===== src/design/dkcp_pkg.sv =====
// ----------------------------------------------------------------------------
// dkcp_pkg
// Shared types and constants of the debounced keypad with chord paging.
// ----------------------------------------------------------------------------
`timescale 1ns / 1ps
`default_nettype none

package dkcp_pkg;

  localparam int unsigned BUTTONS   = 8;
  localparam int unsigned IDX_W     = $clog2(BUTTONS);
  localparam int unsigned LOCK_W    = 16;
  localparam int unsigned CNT_W     = LOCK_W + 1;
  localparam int unsigned PAGE_W    = 4;
  localparam int unsigned KEY_W     = 4;
  localparam int unsigned LED_W     = 3;
  localparam int unsigned HUE_W     = 8;

  localparam logic [LOCK_W-1:0] LOCKOUT_RESET = 16'd50;

  // Chord pairs: the first pair pages down, the second pages up.
  localparam logic [IDX_W-1:0] DN_A = 3'd0;
  localparam logic [IDX_W-1:0] DN_B = 3'd4;
  localparam logic [IDX_W-1:0] UP_A = 3'd3;
  localparam logic [IDX_W-1:0] UP_B = 3'd7;

  localparam logic [PAGE_W-1:0] PAGE_MIN   = 4'd1;
  localparam logic [PAGE_W-1:0] PAGE_MAX   = 4'd8;
  localparam logic [PAGE_W-1:0] PAGE_RESET = 4'd1;
  localparam logic [PAGE_W-1:0] SHOWN_RESET = 4'd0;

  // Hue of each indicator LED.
  localparam logic [HUE_W-1:0] LED_HUE [BUTTONS] = '{
    8'd0, 8'd32, 8'd64, 8'd96, 8'd128, 8'd160, 8'd192, 8'd224
  };

  typedef enum logic {
    KIND_KEY  = 1'b0,
    KIND_PAGE = 1'b1
  } kind_e;

  typedef struct packed {
    kind_e             kind;
    logic [PAGE_W-1:0] page;
    logic [KEY_W-1:0]  key;
    logic              last;
  } res_t;

endpackage

`default_nettype wire


===== src/design/dkcp_lane.sv =====
// ----------------------------------------------------------------------------
// dkcp_lane
// One button: stored level, lockout counter and accepted-press detection.
// ----------------------------------------------------------------------------
`timescale 1ns / 1ps
`default_nettype none

module dkcp_lane (
  input  wire logic                        clk_i,
  input  wire logic                        rst_ni,
  input  wire logic                        tick_i,
  input  wire logic                        level_i,
  input  wire logic [dkcp_pkg::LOCK_W-1:0] lockout_i,
  output logic                             press_o
);

  logic [dkcp_pkg::CNT_W-1:0] cnt_q, cnt_d, cnt_dec;
  logic                       prev_q;
  logic                       accept;

  // The counter first runs down by one on every tick, then may be reloaded.
  assign cnt_dec = (cnt_q == '0) ? '0 : cnt_q - 1'b1;
  assign accept  = (level_i != prev_q) && (cnt_dec == '0);
  assign press_o = accept && !level_i;
  assign cnt_d   = accept ? ({1'b0, lockout_i} + 1'b1) : cnt_dec;

  always_ff @(posedge clk_i or negedge rst_ni) begin
    if (!rst_ni) begin
      cnt_q  <= '0;
      prev_q <= 1'b1;
    end else if (tick_i) begin
      cnt_q  <= cnt_d;
      prev_q <= level_i;
    end
  end

endmodule

`default_nettype wire


===== src/design/dkcp_merge.sv =====
// ----------------------------------------------------------------------------
// dkcp_merge
// Walks the lane results in button order, applies chords to the page and
// emits key events and the page update through a pending and output register.
// ----------------------------------------------------------------------------
`timescale 1ns / 1ps
`default_nettype none

module dkcp_merge (
  input  wire logic                         clk_i,
  input  wire logic                         rst_ni,
  input  wire logic                         start_i,
  input  wire logic [dkcp_pkg::BUTTONS-1:0] press_i,
  input  wire logic [dkcp_pkg::BUTTONS-1:0] levels_i,
  output logic                              idle_o,
  output logic                              out_valid_o,
  input  wire logic                         out_ready_i,
  output dkcp_pkg::res_t                    out_res_o
);

  typedef enum logic [1:0] {
    S_IDLE,
    S_SCAN,
    S_FLUSH,
    S_LAST
  } state_e;

  state_e                          state_q;
  logic [dkcp_pkg::IDX_W-1:0]      idx_q;
  logic [dkcp_pkg::BUTTONS-1:0]    press_q;
  logic [dkcp_pkg::BUTTONS-1:0]    lv_q;
  logic [dkcp_pkg::PAGE_W-1:0]     page_q;
  logic [dkcp_pkg::PAGE_W-1:0]     shown_q;
  logic                            pend_vld_q;
  dkcp_pkg::res_t                  pend_q;
  logic                            out_vld_q;
  dkcp_pkg::res_t                  out_q;

  logic           can_push;
  logic           cur_press;
  logic           is_dn;
  logic           is_up;
  logic           is_key;
  logic           scan_go;
  logic           push;
  dkcp_pkg::res_t push_res;
  dkcp_pkg::res_t key_res;
  dkcp_pkg::res_t upd_res;

  always_comb begin
    can_push  = !out_vld_q || out_ready_i;
    cur_press = press_q[idx_q];
    is_dn = cur_press &&
            (((idx_q == dkcp_pkg::DN_A) && !lv_q[dkcp_pkg::DN_B]) ||
             ((idx_q == dkcp_pkg::DN_B) && !lv_q[dkcp_pkg::DN_A]));
    is_up = cur_press &&
            (((idx_q == dkcp_pkg::UP_A) && !lv_q[dkcp_pkg::UP_B]) ||
             ((idx_q == dkcp_pkg::UP_B) && !lv_q[dkcp_pkg::UP_A]));
    is_key = cur_press && !is_dn && !is_up;

    key_res.kind = dkcp_pkg::KIND_KEY;
    key_res.page = page_q;
    key_res.key  = {{(dkcp_pkg::KEY_W - dkcp_pkg::IDX_W){1'b0}}, idx_q} + 1'b1;
    key_res.last = 1'b0;

    upd_res.kind = dkcp_pkg::KIND_PAGE;
    upd_res.page = page_q;
    upd_res.key  = '0;
    upd_res.last = 1'b0;

    // A key event must first move the previous one out of the way.
    scan_go  = !(is_key && pend_vld_q && !can_push);
    push     = 1'b0;
    push_res = pend_q;
    unique case (state_q)
      S_SCAN: begin
        push = scan_go && is_key && pend_vld_q;
      end
      S_FLUSH: begin
        push = (page_q != shown_q) && pend_vld_q && can_push;
      end
      S_LAST: begin
        push          = pend_vld_q && can_push;
        push_res.last = 1'b1;
      end
      default: begin
        push = 1'b0;
      end
    endcase
  end

  always_ff @(posedge clk_i or negedge rst_ni) begin
    if (!rst_ni) begin
      state_q    <= S_IDLE;
      idx_q      <= '0;
      press_q    <= '0;
      lv_q       <= '1;
      page_q     <= dkcp_pkg::PAGE_RESET;
      shown_q    <= dkcp_pkg::SHOWN_RESET;
      pend_vld_q <= 1'b0;
      pend_q     <= '0;
      out_vld_q  <= 1'b0;
      out_q      <= '0;
    end else begin
      if (push) begin
        out_q     <= push_res;
        out_vld_q <= 1'b1;
      end else if (out_ready_i) begin
        out_vld_q <= 1'b0;
      end
      unique case (state_q)
        S_IDLE: begin
          if (start_i) begin
            press_q <= press_i;
            lv_q    <= levels_i;
            idx_q   <= '0;
            state_q <= S_SCAN;
          end
        end
        S_SCAN: begin
          if (scan_go) begin
            if (is_key) begin
              pend_q     <= key_res;
              pend_vld_q <= 1'b1;
            end
            if (is_dn && (page_q > dkcp_pkg::PAGE_MIN)) begin
              page_q <= page_q - 1'b1;
            end
            if (is_up && (page_q < dkcp_pkg::PAGE_MAX)) begin
              page_q <= page_q + 1'b1;
            end
            if (idx_q == dkcp_pkg::IDX_W'(dkcp_pkg::BUTTONS - 1)) begin
              state_q <= S_FLUSH;
            end else begin
              idx_q <= idx_q + 1'b1;
            end
          end
        end
        S_FLUSH: begin
          if (page_q != shown_q) begin
            if (!(pend_vld_q && !can_push)) begin
              pend_q     <= upd_res;
              pend_vld_q <= 1'b1;
              shown_q    <= page_q;
              state_q    <= S_LAST;
            end
          end else begin
            state_q <= S_LAST;
          end
        end
        S_LAST: begin
          if (pend_vld_q) begin
            if (can_push) begin
              pend_vld_q <= 1'b0;
              state_q    <= S_IDLE;
            end
          end else begin
            state_q <= S_IDLE;
          end
        end
        default: begin
          state_q <= S_IDLE;
        end
      endcase
    end
  end

  assign idle_o      = (state_q == S_IDLE);
  assign out_valid_o = out_vld_q;
  assign out_res_o   = out_q;

endmodule

`default_nettype wire


===== src/design/debounced_keypad_with_chord_paging.sv =====
// ----------------------------------------------------------------------------
// debounced_keypad_with_chord_paging
// Eight-button debounce with per-button lockout, chord paging and a page
// indicator update, one input transfer per tick.
// ----------------------------------------------------------------------------
//
//   channel  direction  handshake                 payload
//   -------  ---------  ------------------------  ------------------------------
//   in       input      in_valid_i / in_ready_o   in_levels_i
//   out      output     out_valid_o / out_ready_i kind, page, key, led_index,
//                                                 led_hue, last
//   cfg      input      cfg_we_i (no wait)        cfg_data_i (lockout ticks)
//
// On an input transfer the merge sequencer captures the presses and levels,
// then visits the buttons in order (S_SCAN), checks the page (S_FLUSH) and
// hands over the final result (S_LAST); in_ready_o returns when it is idle.
// The button-order walk in the merge stage sets the pace of ticks. Output
// stalls hold the sequence only where a result must move out.
// Reset (rst_ni low, asynchronous) releases all buttons, clears the lockouts,
// sets page 1 and forces a page update on the first tick.
//
`timescale 1ns / 1ps
`default_nettype none

module debounced_keypad_with_chord_paging (
  input  wire logic                               clk_i,
  input  wire logic                               rst_ni,
  input  wire logic                               cfg_we_i,
  input  wire logic [dkcp_pkg::LOCK_W-1:0]        cfg_data_i,
  input  wire logic                               in_valid_i,
  output logic                                    in_ready_o,
  input  wire logic [dkcp_pkg::BUTTONS-1:0]       in_levels_i,
  output logic                                    out_valid_o,
  input  wire logic                               out_ready_i,
  output logic                                    out_kind_o,
  output logic [dkcp_pkg::PAGE_W-1:0]             out_page_o,
  output logic [dkcp_pkg::KEY_W-1:0]              out_key_o,
  output logic [dkcp_pkg::LED_W-1:0]              out_led_index_o,
  output logic [dkcp_pkg::HUE_W-1:0]              out_led_hue_o,
  output logic                                    out_last_o
);

  // Lockout length register, written directly from the configuration port.
  logic [dkcp_pkg::LOCK_W-1:0]  lockout_q;
  logic                         tick;
  logic                         idle;
  logic [dkcp_pkg::BUTTONS-1:0] press;
  dkcp_pkg::res_t               res;
  logic [dkcp_pkg::LED_W-1:0]   led_idx;

  always_ff @(posedge clk_i or negedge rst_ni) begin
    if (!rst_ni) begin
      lockout_q <= dkcp_pkg::LOCKOUT_RESET;
    end else if (cfg_we_i) begin
      lockout_q <= cfg_data_i;
    end
  end

  // A new tick is taken only while the sequencer is idle; all lanes update
  // their counters and stored levels in the cycle of that transfer.
  assign in_ready_o = idle;
  assign tick       = in_valid_i && in_ready_o;

  for (genvar g = 0; g < dkcp_pkg::BUTTONS; g++) begin : g_lane
    dkcp_lane u_lane (
      .clk_i     (clk_i),
      .rst_ni    (rst_ni),
      .tick_i    (tick),
      .level_i   (in_levels_i[g]),
      .lockout_i (lockout_q),
      .press_o   (press[g])
    );
  end

  // The merge stage walks the accepted presses in button order so that
  // chords and key events see the page exactly as it stands at each button.
  dkcp_merge u_merge (
    .clk_i       (clk_i),
    .rst_ni      (rst_ni),
    .start_i     (tick),
    .press_i     (press),
    .levels_i    (in_levels_i),
    .idle_o      (idle),
    .out_valid_o (out_valid_o),
    .out_ready_i (out_ready_i),
    .out_res_o   (res)
  );

  // LED fields are derived from the registered page; zero on key events.
  assign led_idx         = (res.kind == dkcp_pkg::KIND_PAGE) ?
                           dkcp_pkg::LED_W'(res.page - 1'b1) : '0;
  assign out_kind_o      = res.kind;
  assign out_page_o      = res.page;
  assign out_key_o       = res.key;
  assign out_led_index_o = led_idx;
  assign out_led_hue_o   = (res.kind == dkcp_pkg::KIND_PAGE) ?
                           dkcp_pkg::LED_HUE[led_idx] : '0;
  assign out_last_o      = res.last;

  // A tick transfer always starts a busy period.
  a_busy_after_tick: assert property (@(posedge clk_i) disable iff (!rst_ni)
    tick |=> !in_ready_o)
    else $error("input ready stayed high after a tick transfer");

  // The page update is always the final result of its tick.
  a_page_is_last: assert property (@(posedge clk_i) disable iff (!rst_ni)
    out_valid_o && out_kind_o |-> out_last_o && (out_key_o == '0))
    else $error("page update not marked last or carries a key");

  // Key events carry a valid key number.
  a_key_range: assert property (@(posedge clk_i) disable iff (!rst_ni)
    out_valid_o && !out_kind_o |-> (out_key_o != '0) && (out_key_o <= 4'd8))
    else $error("key event with key number out of range");

  // The reported page stays within its limits.
  a_page_range: assert property (@(posedge clk_i) disable iff (!rst_ni)
    out_valid_o |-> (out_page_o >= dkcp_pkg::PAGE_MIN) &&
                    (out_page_o <= dkcp_pkg::PAGE_MAX))
    else $error("page out of range");

endmodule

`default_nettype wire


===== config.mk =====
export PLATFORM = sky130hd
export DESIGN_NAME = debounced_keypad_with_chord_paging
export DESIGN_NICKNAME = d
export VERILOG_FILES = /design/src/design/dkcp_pkg.sv /design/src/design/dkcp_lane.sv /design/src/design/dkcp_merge.sv /design/src/design/debounced_keypad_with_chord_paging.sv
export SDC_FILE = /design/constraint.sdc
export NUM_CORES = 1
export LEC_CHECK = 0
export ABC_AREA = 1
export BUFFER_PORTS_ARGS = -buffer_cell sky130_fd_sc_hd__buf_2
export CORE_MARGIN = 2
export CORE_UTILIZATION = 69
export DETAILED_ROUTE_END_ITERATION = 10
export PLACE_DENSITY = 0.87
export SETUP_SLACK_MARGIN = 0.3
export SYNTH_ARGS = -nofsm -noshare
export SYNTH_HDL_FRONTEND = slang
export SYNTH_SLANG_ARGS = --single-unit

===== constraint.sdc =====
create_clock -name clk_i -period 6 [get_ports clk_i]
set_clock_uncertainty 0.2 [all_clocks]
set_input_delay 1.5 -clock clk_i [delete_from_list [all_inputs] [get_ports clk_i]]
set_output_delay 1.5 -clock clk_i [all_outputs]
set_load 0.005 [all_outputs]

# Yosys cells after proc, flatten, opt, wreduce, memory -nomap -nowiden
# Memories as Yosys holds them, arrays and structs flattened.
# Cells that the tools add are included.
totals:
  regBits: 211
  rom_bits: 64
  inputBits: 29
  out_inout_bits: 23
  mem_count: 1
classes:
  n_addsub: 14
  magnitude_cmp: 4
  n_eq_ne: 24
  muxes: 52
  bitwise: 3
  n_reduce_logical: 85
memory_table:
  columns: ["memory", "words", "width", "read_ports", "rd_clocked_by_memory_dff", "wr", "line", "rtl"]
  rows:
  - ["(no name shown)", 8, 8, 1, 0, 0, "debounced_keypad_with_chord_paging.sv:97", "dkcp_pkg::LED_HUE[led_idx] : '0;"]
op_table:
  columns: ["op", "n"]
  rows:
  - ["17-bit logical NOT", 16]
  - ["17-bit 2-to-1 mux", 16]
  - ["17-bit by 1-bit subtractor with 17-bit output, second input constant", 8]
  - ["10-bit 2-to-1 mux", 4]
  - ["1-bit logical AND", 35]
  - ["8-bit 2-to-1 mux", 3]
  - ["10-bit case mux with 2 select lines", 1]
  - ["16-bit by 1-bit adder with 17-bit output, second input constant", 1]
  - ["1-bit logical NOT", 17]
  - ["5-bit AND reduction", 3]
  - ["2-bit 2-to-1 mux", 7]
  - ["3-bit 2-to-1 mux", 4]
  - ["1-bit 2-to-1 mux", 10]
  - ["4-bit 2-to-1 mux", 2]
  - ["1-bit inequality test", 8]
  - ["2-bit by 1-bit inequality test with 1-bit output, second input constant", 4]
  - ["2-bit case mux with 4 select lines", 1]
  - ["2-bit nonzero test", 4]
  - ["3-bit equality test, second input constant", 2]
  - ["2-bit inequality test, second input constant", 3]
  - ["3-bit inequality test, second input constant", 2]
  - ["1-bit case mux with 3 select lines", 2]
  - ["3-bit case mux with 2 select lines", 1]
  - ["3-bit AND reduction", 2]
  - ["22 further kinds", 26]

# Logic depth before layout (Yosys ltp)
logic_depth:
  word_depth: 14
  mapped_depth: 16
  ltp_nobuf: 15

# By module
# From an unflattened synthesis, not the netlist that was laid out.
unflattened:
  cells_unflattened: 2606
  hier_area_um2: 18597.8
by_module_without_submodules:
  columns: ["mod", "instances", "cells_each", "area_each_um2", "seq_area_each_um2"]
  rows:
  - ["dkcp_lane at g_lane[0].u_lane ...", 7, 281, 1939.4, 451.7]
  - ["dkcp_merge", 1, 254, 2346.0, 1157.4]
  - ["dkcp_lane at g_lane[2].u_lane", 1, 297, 1905.6, 451.7]
  - ["debounced_keypad_with_chord_paging", 1, 88, 770.7, 404.1]

# Least setup slack after synthesis
# OpenSTA, ideal clock, no wires.
synth_timing:
  path_type: "in2reg"
  startpoint: "in out_ready_i"
  endpoint: "reg u_merge.pend_q[1] in the netlist's numbering"
  setup_ns: 0.096
  t_arrival_ns: 2.717
  required_time_ns: 5.704
  path_slack_ns: 2.987
  cell_stages: 10
  cell_sequence: "nor2_1 -> inv_1 -> nor2_1 -> nor2_1 -> inv_2 -> o21ai_0 -> nand3_1 -> clkbuf_1 -> nand2_1 -> o31ai_1"
synth_between:
  elab_chain_len: 5
  word_cells_on_any_way: 7
synth_lines:
  columns: ["element", "line", "rtl"]
  rows:
  - ["start: declaration", "debounced_keypad_with_chord_paging.sv:34", "input wire logic out_ready_i,"]
  - ["1-bit logical OR (*)", "dkcp_merge.sv:51", "can_push = !out_vld_q || out_ready_i;"]
  - ["1-bit logical NOT (*)", "dkcp_merge.sv:72, dkcp_merge.sv:141", null]
  - ["1-bit logical AND (on tied branches)", "dkcp_merge.sv:141, dkcp_merge.sv:72", null]
  - ["2-bit inequality test (no source line)", null, null]
  - ["5-bit AND reduction (no source line) (*)", null, null]
  - ["end signal: assignment", "dkcp_merge.sv:123", "pend_q <= key_res;"]
  - ["end signal: assignment", "dkcp_merge.sv:142", "pend_q <= upd_res;"]
  - ["end: declaration", "dkcp_merge.sv:35", "dkcp_pkg::res_t pend_q;"]
# Every way passes the cells marked *; elsewhere a longest branch is shown, timed or not.
# A chain may end at the register's enable or synchronous reset.

# Worst setup path in the final report
layout_timing:
  startpoint: "in in_valid_i"
  endpoint: "reg u_merge.press_q[1] in the netlist's numbering"
layout_between:
  elab_chain_len: 2
layout_lines:
  columns: ["element", "line", "rtl"]
  rows:
  - ["start: declaration", "debounced_keypad_with_chord_paging.sv:30", "input wire logic in_valid_i,"]
  - ["1-bit logical AND", "debounced_keypad_with_chord_paging.sv:62", "assign tick = in_valid_i && in_ready_o;"]
  - ["2-bit AND reduction (no source line)", null, null]
  - ["end signal: assignment", "dkcp_merge.sv:114", "press_q <= press_i;"]
  - ["end: declaration", "dkcp_merge.sv:30", "logic [dkcp_pkg::BUTTONS-1:0] press_q;"]
# No other way between the ends.

==> impl_metrics.ini <==
[critical_path]
critPathTopFamily = buffers and inverters
crit_path_max_fanout = 64
end_kind = flop
path_cells = buf_2 -> nand2_4 -> buf_4 -> buf_4 -> nor2_1 -> nand3_1 -> o21ai_0
crit_top_cell = buf_4
slowest_stage = buf_4
slowest_delay_ns = 0.68
cp.required_ns = 6.16
rrSetupSlack_ns = 2.70
critPathKind = input port to flop
startpoint_type = input port
crit_buf_inv = 3
critPathArrivalTime_ns = 3.54

[routing]
post-route-drc-count = 0
finalWirelength_mm = 41.43
postRouteAntennaNets = 0
drtIter0Drc = 1469
dr.pass1.iters = 7
wire_per_inst_um = 16.14
vias = 15250
drt-vias-per-instance = 5.943

[timing]
timing.fmax_mhz = 296.5
tns_ns = 0
setup_violations = 0
finalCritPeriodShare_pct = 56.21
hold_viol = 0
drv_slew = 0
rsz0062_at_grt = no
slew_headroom_pct = 27.32
max_slew.worst_pin.slew_ns = 1.090
period_needed_ns = 3.373

[final_layout]
fin_util_pct = 74.54
final_area_mm2 = 0.01617
fillers = 1715
drive_above_1_share_pct = 11.02
instances_no_fill = 2566
syn_to_final_growth_pct = 6.865
final_cell_mix = nand2_1 (757), nand3_1 (372), inv_1 (223), nor2_1 (200), dfrtp_1 (190)
nets = 2319
n_antenna_cell = 0
mostFrequentLayoutCell = nand2_1

[global_routing]
grtUsageTotal_pct = 35.57
grt_max_degree = 106
grt_pass1_vias = 14390
antenna_found_initial = 0
grt_pass1_wl_mm = 69.31
grt-ovfl-total = 0

[power]
powerDensity_mw_per_mm2 = 545.3
irDropWorstVdd_mv = 0.3899
power.static_leakage_uw = 0.008575

[synthesis]
ys_async_sr_fraction_pct = 100.0
synth.avg_cell_area_um2 = 6.673
ys_warn_count = 0
synthSimpleGateAreaFrac_pct = 46.74
syn_area_mm2 = 0.01513
synthTopCellsByArea = dfrtp_1 (31%), nand2_1 (19%), nand3_1 (12%), inv_1 (5.6%), nor2_1 (5.0%)
synth-edff-count = 0
synth.distinct_cells = 46
yosys.area.top_type = dfrtp_1
yosys.area_share.adder_pct = 1.737
synth_top_family_by_area = simple AND/OR/NAND/NOR gates
ys_seq_area_share_pct = 33.51
synthMuxAreaShare_pct = 0.4466
netlist.area_leader.share_pct = 31.43
synth_compound_area_share_pct = 5.550
synth-main-ff-cell = dfrtp_1
ys_seq_elements = 202
synthCells = 2267
synthXorXnorAreaFrac_pct = 2.721

[placed_design]
gp_congestion = 0.9309
portBuffers = 46
dp_cells = 2524
hpwl_mm = 27.45
place_area_mm2 = 0.01535

[clock_network]
clkTransAtPathRegs_ns = 0.06
cts.sinks = 202
insertion_delay_ns = 0.53
post_cts_resized = 0
cts_hold_buf = 0
cts_htree_levels = 1
root_buffer = clkbuf_16
post_cts_buffers = 0
numCtsBuffers = 23
cts_tree = done
clk_path_buf_depth = 3

[worst_hold_path]
worstHoldPathType = flop to flop

[floorplan]
die_h_um = 152.1
die_area_mm2 = 0.02313
die_w_um = 152.1
initial_core_util_pct = 69.75
num_rows = 54
io_pins = 52
fp.coreArea_mm2 = 0.02169

[run_status]
outcome = finished clean

[flow_run]
cap_violations = 0
==> where the power goes <==
part	total, µW	switching (µW)	internal (µW)
clock	1520	598	923
sequential	2450	585	1870
combinational	4840	3270	1570
total	8820	4450	4360
==> routing by layer <==
layer | GRT usage, % | wire [µm]
met4 | 13.75 | 1520
met2 | 58.88 | 19520
met1 | 47.39 | 16950
met5 | 0 | 0
met3 | 5.505 | 3444
==> final timing paths <==
kind,start,end,cells past startpoint
setup / recovery,in_valid_i,u_merge.press_q[1],7
setup reg to reg,g_lane[4].u_lane.cnt_q[0],g_lane[4].u_lane.cnt_q[8],12
max in group asynchronous,rst_ni,g_lane[3].u_lane.cnt_q[5],2
min in group asynchronous,rst_ni,u_merge.out_res_o[6],1
hold reg to reg,u_merge.out_res_o[3],u_merge.out_res_o[3],2
hold / removal,u_merge.out_res_o[3],u_merge.out_res_o[3],2
==> cell families after synthesis <==
family                     count (synthesis)
DFF                                      202
muxes                                      6
adders and majority gates                 21
xor gates and xnor gates                  47
AOI/OAI and AO/OA                        147
and+or+nand+nor                         1526
other                                      1
buffers and inverters                    317
==> worst reg2reg max path, delay by kind of cell (launching register included) <==
family	cells	cell delay, ns
AND/OR/NAND/NOR	10	2.27
flip-flops	1	0.38
adder cells (fa/ha/maj)	1	0.25
buffers and inverters	1	0.16
==> cells in the mapped netlist (3+ instances only) <==
| cell | count |
|---|---|
| ha_1 | 21 |
| o31ai_1 | 7 |
| nand3b_1 | 4 |
| buf_2 | 17 |
| nand3_4 | 9 |
| or2_2 | 6 |
| and2_1 | 4 |
| nand4_2 | 3 |
| inv_2 | 10 |
| nor2_1 | 200 |
| nor3_1 | 12 |
| nand2_4 | 4 |
| mux2_2 | 6 |
| buf_1 | 3 |
| a21oi_1 | 20 |
| xor2_1 | 36 |
| o21bai_1 | 15 |
| nand3_1 | 372 |
| o22ai_1 | 3 |
| dfstp_2 | 12 |
| o211ai_1 | 6 |
| nor2_2 | 26 |
| clkbuf_1 | 31 |
| o21ai_0 | 66 |
| nand4_1 | 56 |
| buf_6 | 17 |
| inv_1 | 224 |
| xnor2_1 | 11 |
| nor2_4 | 25 |
| buf_4 | 14 |
| dfrtp_1 | 190 |
| nor2_8 | 5 |
| nand2_2 | 26 |
| nand2_1 | 758 |
| o21ai_1 | 22 |
| nand3_2 | 13 |
==> state kept, by name, indices dropped and copies added, names as in the netlist <==
name	flops
g_lane.u_lane.cnt_q	136
lockout_q	16
u_merge.out_res_o	10
u_merge.pend_q	9
g_lane.u_lane.prev_q	8
u_merge.press_q	8
u_merge.page_q	4
u_merge.shown_q	4
u_merge.idx_q	3
u_merge.state_q	2
u_merge.out_valid_o	1
u_merge.pend_vld_q	1
==> area by class of cell <==
cell class	instances	area [µm²]	share of cell area [%]
multi-input cells	1752	8722	53.95
flip-flops and latches	202	5070	31.36
inverters	234	880.8	5.448
clock buffers	34	686.9	4.249
well taps	280	350.3	2.167
repair buffers	56	326.6	2.020
clock inverters	8	130.1	0.8049
==> per-stage QoR <==
step	total power, µW	hold WS (ns)	setup slack, ns
floorplan	6179	0.2491	2.987
global placement	6967	0.2487	2.199
detailed placement	7163	0.2534	2.159
CTS	8740	0.2683	2.669
global route	9581	0.2861	2.445
finish	8816	0.2694	2.627
Power figures use the tool's default switching activity.
